$ cat src/design/pah_pkg.sv
// Package for the page access histogram: field widths, limits and the
// control bundle shared by the top level and its table cells. No dependencies.
`default_nettype none

package pah_pkg;

    localparam int ADDR_W = 64;   // load address
    localparam int TAG_W  = 52;   // page number kept per entry
    localparam int CNT_W  = 32;   // hit and drop counters
    localparam int RANK_W = 6;    // read rank
    localparam int USED_W = 7;    // reported occupancy

    localparam logic [CNT_W-1:0] CNT_MAX = {CNT_W{1'b1}};

    // request kinds
    localparam logic REQ_SAMPLE = 1'b0;
    localparam logic REQ_READ   = 1'b1;

    // broadcast from the top level to every cell in a cycle
    typedef struct packed {
        logic upd;      // a nonzero sample is applied this cycle
        logic hit_any;  // some cell already holds the page
        logic ins;      // table has room: open a slot for a new page
    } t_cell_ctl;

endpackage

`default_nettype wire

$ cat src/design/pah_cell.sv
// One table slot of the page access histogram: page tag and hit count.
// Compares against the broadcast page and takes its left neighbor's entry on insert.
// Depends on pah_pkg.
`default_nettype none

module pah_cell
    import pah_pkg::*;
(
    input  wire logic             i_clk,
    input  wire t_cell_ctl        i_ctl,
    input  wire logic [TAG_W-1:0] i_page,
    input  wire logic             i_used,       // slot holds a live entry
    input  wire logic             i_prev_lt,    // left neighbor sorts below the page
    input  wire logic [TAG_W-1:0] i_prev_tag,
    input  wire logic [CNT_W-1:0] i_prev_count,
    output logic                  o_lt,
    output logic                  o_eq,
    output logic [TAG_W-1:0]      o_tag,
    output logic [CNT_W-1:0]      o_count
);

    logic [TAG_W-1:0] r_tag;
    logic [CNT_W-1:0] r_count;
    logic [TAG_W-1:0] n_tag;
    logic [CNT_W-1:0] n_count;

    assign o_lt    = i_used && (r_tag < i_page);
    assign o_eq    = i_used && (r_tag == i_page);
    assign o_tag   = r_tag;
    assign o_count = r_count;

    always_comb begin
        n_tag   = r_tag;
        n_count = r_count;
        if (i_ctl.upd) begin
            if (i_ctl.hit_any) begin
                if (o_eq && (r_count != CNT_MAX)) begin
                    n_count = r_count + CNT_W'(1);
                end
            end else if (i_ctl.ins && !o_lt) begin
                if (i_prev_lt) begin
                    // first slot at or above the new page: it lands here
                    n_tag   = i_page;
                    n_count = CNT_W'(1);
                end else begin
                    // above the insert point: move up one place
                    n_tag   = i_prev_tag;
                    n_count = i_prev_count;
                end
            end
        end
    end

    always_ff @(posedge i_clk) begin
        r_tag   <= n_tag;
        r_count <= n_count;
    end

endmodule

`default_nettype wire

$ cat config.mk
export PLATFORM = sky130hd
export DESIGN_NAME = pah_cell
export DESIGN_NICKNAME = d
export VERILOG_FILES = /design/src/design/pah_pkg.sv /design/src/design/pah_cell.sv
export SDC_FILE = /design/constraint.sdc
export NUM_CORES = 1
export LEC_CHECK = 0
export ABC_AREA = 1
export ABC_CLOCK_PERIOD_IN_PS = 6000
export BUFFER_PORTS_ARGS = -buffer_cell sky130_fd_sc_hd__buf_2
export CORE_ASPECT_RATIO = 0.75
export CORE_MARGIN = 3
export CORE_UTILIZATION = 45
export DETAILED_ROUTE_END_ITERATION = 7
export MAX_ROUTING_LAYER = met4
export PLACE_DENSITY = 0.75
export SLEW_MARGIN = 20
export SYNTH_ARGS = -nofsm -noshare
export SYNTH_HDL_FRONTEND = slang
export SYNTH_SLANG_ARGS = --single-unit
$ cat constraint.sdc
create_clock -name i_clk -period 6 [get_ports i_clk]
set_input_delay 0.6 -clock i_clk [delete_from_list [all_inputs] [get_ports i_clk]]
set_output_delay 0.6 -clock i_clk [all_outputs]
set_load 0.01 [all_outputs]
Yosys cells after proc, flatten, opt, wreduce, memory -nomap -nowiden
Cells that the tools add are included.
{"block": "totals", "elab_cells": 21, "output_inout_bits": 86, "reg_bits": 84}
{"block": "op_classes", "eq_ne": 3, "order_cmp": 1, "bitwise": 1, "add_sub_neg": 1, "reduce_logical": 8, "n_mux": 5}
{"operator": "32-bit 2-to-1 mux", "n": 4}
{"operator": "52-bit == test", "n": 1}
{"operator": "52-bit < comparator", "n": 1}
{"operator": "52-bit 2-to-1 mux", "n": 1}
{"operator": "32-bit by 1-bit adder with 32-bit output, second input constant", "n": 1}
{"operator": "32-bit inequality test, second input constant", "n": 1}
{"operator": "3-bit AND reduction", "n": 2}
{"operator": "1-bit logical AND", "n": 4}
{"operator": "2-bit by 1-bit inequality test with 1-bit output, second input constant", "n": 1}
{"operator": "2-bit nonzero test", "n": 1}
{"operator": "1-bit logical NOT", "n": 1}
{"operator": "1-bit NOT", "n": 1}

Logic depth before layout (Yosys ltp)
Gate-level depths: netlist of the first run.
{"block": "depth", "word_depth": 6, "ltp_mapped": 14}

Worst setup path after synthesis of the first run
Ideal clock, no wire load.
{"block": "synth_timing", "kind": "input port to flip-flop", "startpoint": "input i_page[19]", "endpoint": "register r_tag[0] (netlist: o_tag[0]) (enable)", "required_time_ps": 5594, "path_slack_ps": 2970, "stages": 12, "setup_time_ps": 406, "path_buffers": 0, "arrival_time_ps": 2623, "path_cell_list": "inv_1 -> ha_1 -> nand2_1 -> nor2_1 -> nand2_1 -> nor2_1 -> nand2_1 -> nand3_1 -> nand2_1 -> nand3_1 -> nand2_1 -> inv_1"}
{"block": "synth_between", "elab_chain_cells": 5}
{"item": "start, declared", "line": "pah_cell.sv:11", "rtl": "input wire logic [TAG_W-1:0] i_page,"}
{"item": "52-bit < comparator", "line": "pah_cell.sv:27", "rtl": "assign o_lt = i_used && (r_tag < i_page);"}
{"item": "1-bit logical AND", "line": "pah_cell.sv:27"}
{"item": "1-bit logical NOT", "line": "pah_cell.sv:40", "rtl": "end else if (i_ctl.ins && !o_lt) begin"}
{"item": "1-bit logical AND", "line": "pah_cell.sv:40"}
{"item": "3-bit AND reduction (no line)"}
{"item": "end signal, assigned", "line": "pah_cell.sv:55", "rtl": "r_tag <= n_tag;"}
{"item": "end, declared", "line": "pah_cell.sv:22", "rtl": "logic [TAG_W-1:0] r_tag;"}
Every way passes these cells.
A chain may end at the register's enable or synchronous reset.

Final worst setup path of the first run
{"block": "layout_timing", "startpoint": "register r_tag[47] (netlist: o_tag[47])", "endpoint": "register r_tag[9] (netlist: o_tag[9]) (enable)"}
{"block": "layout_between", "elab_chain_cells": 5}
{"item": "52-bit < comparator", "line": "pah_cell.sv:27"}
{"item": "1-bit logical AND", "line": "pah_cell.sv:27"}
{"item": "1-bit logical NOT", "line": "pah_cell.sv:40"}
{"item": "1-bit logical AND", "line": "pah_cell.sv:40"}
{"item": "3-bit AND reduction (no line)"}
Every way passes these cells.

==> results by group, run 1 <==
Flow run
  • Max Cap Violations: 0

Synthesis
  • Prevailing post-synth register cell: edfxtp_1
  • Yosys top cell area share: 43.77%
  • Mapped Avg Cell Area: 8.352 um2
  • XOR/XNOR Fraction of Synth Area: 2.128%
  • #FFs+latches synth: 84
  • Synth top cells by count: nand2_1, inv_1, nor2_1
  • Register area share after synthesis: 43.77%
  • Post-Synth Simple-Gate Area: 23.88%
  • Cell variety after synth: 35
  • Post-synth EDFFs: 84
  • Leading area contributor after synthesis: edfxtp_1
  • Adder-cell area share of the yosys netlist: 11.51%
  • Post-synthesis compound-gate area fraction: 10.62%
  • Post-synthesis net count: 885
  • Synth warn: 0
  • Most common cell in the netlist: nand2_1
  • Mapped Cells: 690
  • Area of the mapped netlist: 5763 um2
  • Largest family of logic cells by synthesized area: simple AND/OR/NAND/NOR gates
  • Mux contribution to synthesized area: 0.1954%
  • Area contributors post-synth: edfxtp_1, ha_1, nand2_1
  • Fraction of registers with async set/reset: 0%

Critical path
  • Crit path buf inv count: 1
  • Worst-path fanout max: 52
  • R2R Path End: o_tag[9]$_DFFE_PP_
  • Worst-case reg-to-reg path depth: 9
  • Cell type group with the largest total delay on the critical path: buffers and inverters
  • Critical Path AT: 2.66 ns
  • R2r startpoint: o_tag[47]$_DFFE_PP_
  • CP Class: reg2reg
  • Cells along the critical path: ha_1 -> a21oi_1 -> o21ai_0 -> nand2_1 -> nand2_1 -> a21oi_1 -> nand3_1 -> nand2_1 -> clkinv_2
  • R2R Setup Slk: 3.14 ns
  • CP peak stage delay: 0.68 ns
  • Req. time, crit path: 5.80 ns
  • Critical Path Most Common Cell: nand2_1
  • Crit end category: flip-flop
  • Worst path slowest cell: clkinv_2
  • Crit path launch type: flip-flop

Floorplan
  • Core Box Area: 12390 um2
  • Die ar.: 14210 um2
  • Initial Util: 46.50%
  • Row count: 35
  • Die extent in x: 136.7 um
  • I/O pins: 228
  • Die Ht: 104.0 um

Clock tree
  • Clock latency on the worst-skew pair: 0.33 ns
  • Clock sink count: 84
  • CTS tree: yes
  • CTS resizes: 0
  • Clk buf depth: 2
  • CTS Hold Buffers Added: 0
  • CTS clk-pin slew, worst paths: 0.06 ns
  • Post-CTS Repair Setup Buffers: 0
  • CTS HTree Levels: 3
  • Num CTS Buffers: 9
  • Clock Tree Root: clkbuf_16

Route
  • DR pass1 iterations: 5
  • Vias: 5372
  • # DRC: 0
  • Final wirelength: 15620 um
  • Vias per cell: 4.960
  • Detailed Route Iter0 Violations: 378
  • Final antenna-violating net count: 0
  • WL/cell: 14.43 um

Timing
  • Part of the cycle the worst path needs: 47.70%
  • Final Skew: 0.009117 ns
  • Final setup fails: 0
  • Worst setup margin: 3.138 ns
  • Min Hold Slack: 0.5414 ns
  • RSZ-0062 raised after global routing: false
  • Tightest Pin Transition: 0.9738 ns
  • Fmax: 349.4 MHz
  • Slew Viols, Final: 0
  • Setup TNS: 0 ns
  • Final Hold Viols: 0
  • Min Clock Period, post-route: 2.862 ns
  • Max-slew headroom: 35.08%

Final layout
  • Layout fillers: 1128
  • Area of the multi-input gates: 2793 um2
  • Register area: 2522 um2
  • Share of post-route cells with drive strength above 1: 29.91%
  • Final net count: 1107
  • Final core utilization: 59.38%
  • Area Growth Syn to Fin: 27.70%
  • Final non-filler cell total: 1083
  • Finished Cell Area: 7360 um2

Run status
  • Outcome: completed

Global routing
  • Total GRT Usage: 22.16%
  • Global-route wire length before repair: 24150 um
  • Vias in the first global route: 4913
  • Largest net degree at the start of global routing: 105
  • Initial antenna violation count: 1
  • Grt ovf: 0

Place
  • DP HPWL: 12540 um
  • IO Port Bufs: 227
  • Dpl cell area: 7043 um2
  • Worst slack, placed: 2.833 ns
  • Placed instance count: 1067
  • Final GP Congestion: 0.9609

Pwr
  • Power density cells: 201.1 nW/um2
  • Gate power share: 14.5%
  • Psw: 0.3536 mW
  • Pwr Total: 1.480 mW
  • P_int: 1.126 mW
  • Leakage power: 3.628 nW
  • Switching Share: 23.89%
  • Clock Power Share: 39.4%
  • Max VDD drop: 0.1555 mV
  • Register share of total power: 46.1%

Hold path
  • Hold Crit Class: in2reg
  • Hold path startpoint: i_prev_count[25]
  • Hold path endpoint: o_count[25]$_DFFE_PP_
  • Hold-critical path depth: 3
## worst max path at each step
stage / from / end / slack (ns) / cells past startpoint
6_report: o_tag[47]$_DFFE_PP_ / o_tag[9]$_DFFE_PP_ / 3.14 / 9
5_1_grt: o_tag[15]$_DFFE_PP_ / o_tag[6]$_DFFE_PP_ / 2.87 / 11
4_1_cts: o_tag[46]$_DFFE_PP_ / o_tag[35]$_DFFE_PP_ / 3.14 / 9
3_5_place_dp: i_page[19] / o_tag[39]$_DFFE_PP_ / 2.83 / 13
3_3_place_gp: i_page[19] / o_tag[50]$_DFFE_PP_ / 2.91 / 13
2_1_floorplan: i_page[19] / o_tag[0]$_DFFE_PP_ / 2.97 / 12
## routing by layer
layer	part of all wire [%]	GRT usage, %	vias up
li1	-	-	2743
met1	46	31.04	2407
met2	45	33.09	204
met3	8.2	5.271	18
met4	1.4	4.388	0
met5	0	-	-
## registers in the layout (all words and copies together), names as in the netlist
register and flops:
o_count 32, o_tag 52
## layout make-up
cell class | instances | share of cell area [%]
Antenna cell | 1 | 0.03400
Clock buffer | 11 | 3.162
Clock inverter | 4 | 1.020
Inverter | 99 | 5.066
Multi-Input combinational cell | 489 | 37.95
Sequential cell | 84 | 34.27
Tap cell | 166 | 2.822
Timing Repair Buffer | 229 | 15.67
## layout by cell type, fill, tap and decap left out
cell type,n
buf_2,226
nand2_1,143
inv_1,95
nor2_1,88
edfxtp_1,84
a21oi_1,75
ha_1,53
nand3_1,24
o21ai_0,23
nor3_1,11
nand4_1,9
clkbuf_16,9
nor2_4,7
xor2_1,7
xnor2_1,7
o21ai_1,6
a22o_1,6
nand2_2,5
nor2_2,5
inv_2,3
nand3_2,3
buf_4,3
nor3_2,2
nand2_4,2
a21o_1,2
nand3b_1,2
and3_1,2
clkbuf_1,2
clkinvlp_4,2
bufinv_16,2
diode_2,1
nor3_4,1
nor2_8,1
o21ai_2,1
a21boi_0,1
nor3b_1,1
mux2_2,1
o21a_1,1
clkinv_2,1
## power groups by stage
stage	clock network [mW]	logic (mW)	registers (mW)
2_1_floorplan	0	0.117	0.700
3_3_place_gp	0	0.211	0.695
3_5_place_dp	0	0.215	0.695
4_1_cts	0.594	0.216	0.683
5_1_grt	0.620	0.247	0.685
6_report	0.583	0.214	0.683
## kinds of logic after synthesis
group                    count (synthesis)
buffers and inverters                  117
multiplexers                             1
flip-flops                              84
adder cells (fa/ha/maj)                 53
XOR/XNOR                                14
AO/OA/AOI/OAI                          115
AND/OR/NAND/NOR                        306
## worst min-delay path: cells and delay by family
family / cells / cell delay [ns]
and+or+nand+nor: 2 / 0.09
buffers and inverters: 1 / 0.07
Power figures use the tool's default switching activity.
==> run 2, diff against run 1 <==
Settings changed: ABC_AREA 1 to 0, ABC_CLOCK_PERIOD_IN_PS 6000 to 2850, PLACE_DENSITY 0.75 to 0.76.
Clock period 6 ns to 2.85 ns, I/O delays scaled along.
==> run 2 against run 1 <==
- clock-buffer cell count shrank 2
- synthesized cell count down 32%
- non-clock buffer count is 14 higher
- clock power grew 120%
- combinational power rose by 130%
- sequential power up 110%
- via count shrank 15%
- highest routed layer unchanged
- setup slack got worse by 3.1 ns
- power rose by 120%
- worst hold slack lost 0.31 ns
- die area is 5.0% lower
==> results by group, run 2 <==
Critical path
  • Crit end category: primary output
  • Worst path slowest cell: or4_4
  • Crit path buf inv count: 3 (+2)
  • Critical Path Most Common Cell: buf_4
  • R2R Setup Slk: 0.20 ns (-2.94 ns)
  • Crit path launch type: flip-flop
  • Critical Path AT: 2.48 ns (-0.18 ns)
  • Req. time, crit path: 2.57 ns (-3.23 ns)
  • CP Class: reg2out
  • R2r startpoint: o_tag[18]$_DFFE_PP_
  • Cell type group with the largest total delay on the critical path: simple AND/OR/NAND/NOR gates
  • Critical path depth: 9 (unchanged)
  • Cells along the critical path: ha_4 -> nand4_1 -> buf_4 -> nor4_4 -> a21boi_2 -> or4_4 -> a221oi_2 -> buf_4 -> buf_6
  • Worst-path fanout max: 3 (-94%)
  • R2R Path End: o_count[7]$_DFFE_PP_
  • Worst-case reg-to-reg path depth: 9 (unchanged)
  • CP peak stage delay: 0.44 ns (-0.24 ns)

Timing
  • Final setup fails: 0 (unchanged)
  • Final Hold Viols: 0 (unchanged)
  • RSZ-0062 raised after global routing: true
  • Part of the cycle the worst path needs: 97.09%
  • Fmax: 361.4 MHz
  • Max-slew headroom: 54.67% (+20 points)
  • Min Clock Period, post-route: 2.767 ns
  • Setup TNS: 0 ns (unchanged)
  • Tightest Pin Transition: 0.6800 ns (-0.2938 ns)
  • Slew Viols, Final: 0 (unchanged)
  • Final Skew: 0.009163 ns (+0.00004579 ns)

Clock tree
  • CTS tree: yes
  • Num CTS Buffers: 9 (unchanged)
  • Clock Tree Root: clkbuf_16
  • Clk buf depth: 2 (unchanged)
  • CTS clk-pin slew, worst paths: 0.07 ns (about the same)
  • Clock sink count: 84 (unchanged)
  • CTS HTree Levels: 3 (unchanged)
  • Clock latency on the worst-skew pair: 0.34 ns (about the same)

Place
  • Dpl cell area: 6858 um2 (-2.6%)
  • Placed instance count: 846 (-21%)
  • Final GP Congestion: 0.8526 (-11%)
  • DP HPWL: 11500 um (-8.3%)
  • IO Port Bufs: 227 (unchanged)

Floorplan
  • Core Box Area: 11740 um2 (-5.3%)
  • Die Ht: 101.4 um (-2.5%)
  • Die ar.: 13510 um2 (-5.0%)
  • I/O pins: 228 (unchanged)
  • Die extent in x: 133.2 um (-2.5%)
  • Initial Util: 46.53% (about the same)
  • Row count: 34 (-2.9%)

Final layout
  • Final non-filler cell total: 870 (-20%)
  • Share of post-route cells with drive strength above 1: 48.02% (+18 points)
  • Most common cell after layout, fill and taps aside: buf_2
  • Most frequent cells in the layout: buf_2, edfxtp_1, inv_1
  • Largest register FFs: 52 (unchanged)
  • Finished Cell Area: 7387 um2 (+0.37%)
  • Diode count: 0 (-1)
  • Final net count: 898 (-19%)
  • Area Growth Syn to Fin: 35.23%
  • Final core utilization: 62.92% (+3.5 points)

Synthesis
  • Synth warn: 0 (unchanged)
  • Synth top cells by count: edfxtp_1, inv_1, ha_1
  • #FFs+latches synth: 84 (unchanged)
  • Prevailing post-synth register cell: edfxtp_1
  • Post-synthesis net count: 661 (-25%)
  • Leading area contributor after synthesis: edfxtp_1
  • Post-synth EDFFs: 84 (unchanged)
  • Mapped Avg Cell Area: 11.72 um2 (+40%)
  • Yosys top cell area share: 46.17% (+2.4 points)
  • Fraction of registers with async set/reset: 0% (unchanged)
  • Cell variety after synth: 44 (+26%)
  • Mapped Cells: 466 (-32%)
  • Most common cell in the netlist: edfxtp_1
  • Area of the mapped netlist: 5463 um2 (-5.2%)
  • Area contributors post-synth: edfxtp_1, ha_1, mux2_2
  • Register area share after synthesis: 46.17% (+2.4 points)

Route
  • Vias: 4577 (-15%)
  • Final wirelength: 14920 um (-4.5%)
  • WL/cell: 17.15 um (+19%)
  • Detailed Route Iter0 Violations: 239 (-37%)
  • Final antenna-violating net count: 0 (unchanged)
  • DR pass1 iterations: 4 (-1)
  • Vias per cell: 5.261 (+6.1%)
  • # DRC: 0 (unchanged)

Global routing
  • Vias in the first global route: 4639 (-5.6%)
  • Largest net degree at the start of global routing: 38 (-64%)
  • Grt ovf: 0 (unchanged)
  • Initial antenna violation count: 0 (-1)
  • Total GRT Usage: 22.24% (+0.072 points)
  • Global-route wire length before repair: 23070 um (-4.5%)

Pwr
  • Pwr Total: 3.224 mW (+120%)
  • Leakage power: 3.340 nW (-8.0%)
  • Power density cells: 436.5 nW/um2 (+120%)
  • Max VDD drop: 0.2768 mV (+78%)

Run status
  • Outcome: completed

Hold path
  • Hold-critical path depth: 2 (-1)
  • Hold path endpoint: o_count[21]$_DFFE_PP_
  • Hold Crit Class: in2reg
  • Hold path startpoint: i_prev_count[21]

Flow run
  • Max Cap Violations: 0 (unchanged)
[run 2: how the worst max path moves through the flow]
| stage | startpoint | end | slack [ns] |
|---|---|---|---|
| after CTS | o_tag[17]$_DFFE_PP_ | o_lt | 0.02 |
| after floorplan | o_tag[19]$_DFFE_PP_ | o_tag[0]$_DFFE_PP_ | 0.04 |
| after global routing | o_tag[19]$_DFFE_PP_ | o_lt | -0.04 |
| final | o_tag[19]$_DFFE_PP_ | o_lt | 0.08 |
| after detailed placement | i_page[17] | o_count[16]$_DFFE_PP_ | -0.19 |
| after global placement | i_page[19] | o_count[4]$_DFFE_PP_ | -0.11 |
[run 2: routing by layer]
layer,global-route usage (%),part of all wire (%),up-vias
li1,-,-,2224
met1,26.48,42,2164
met2,38.30,51,165
met3,4.816,5.5,24
met4,6.798,1.9,0
met5,-,0,-
[run 2: cells by family after synthesis]
group / count (synthesis) / share of synthesized area, %
AND/OR/NAND/NOR: 96 / 10.88
flip-flops: 84 / 46.18
buffers and inverters: 78 / 5.497
AO/OA/AOI/OAI: 73 / 9.780
adder cells (fa/ha/maj): 53 / 12.14
multiplexers: 52 / 10.72
XOR/XNOR: 30 / 4.810
[run 2: what timing repair did]
item / 4_1_cts / 5_1_grt
pin swaps: 4 / 3
resized for setup: 5 / 13
hold buffers: 0 / 0
setup buffers: 5 / 3
setup endpoints to repair: 85 / 82
gates cloned: 0 / 0
hold endpoints to repair: 0 / 0
[run 2: final cells by class]
| class | instances | area [um2] |
|---|---|---|
| Inverter | 61 | 229.0 |
| Sequential cell | 84 | 2522 |
| Clock buffer | 9 | 225.2 |
| Multi-Input combinational cell | 304 | 2803 |
| Clock inverter | 7 | 105.1 |
| Fill cell | 992 | 4354 |
| Timing Repair Buffer | 243 | 1300 |
| Tap cell | 162 | 202.7 |
[run 2: power breakdown]
group	total (mW)	internal [mW]	switching [mW]
clock network	1.30	0.784	0.516
logic	0.487	0.252	0.236
registers	1.44	1.41	0.0281
total	3.22	2.44	0.780
[run 2: through the flow]
stage | setup slack [ns] | hold slack (ns)
after floorplan | 0.03845 | 0.4868
after global placement | -0.1098 | 0.5785
after detailed placement | -0.1920 | 0.5788
after CTS | 0.01937 | 0.2228
after global routing | -0.03894 | 0.2208
final | 0.08290 | 0.2357
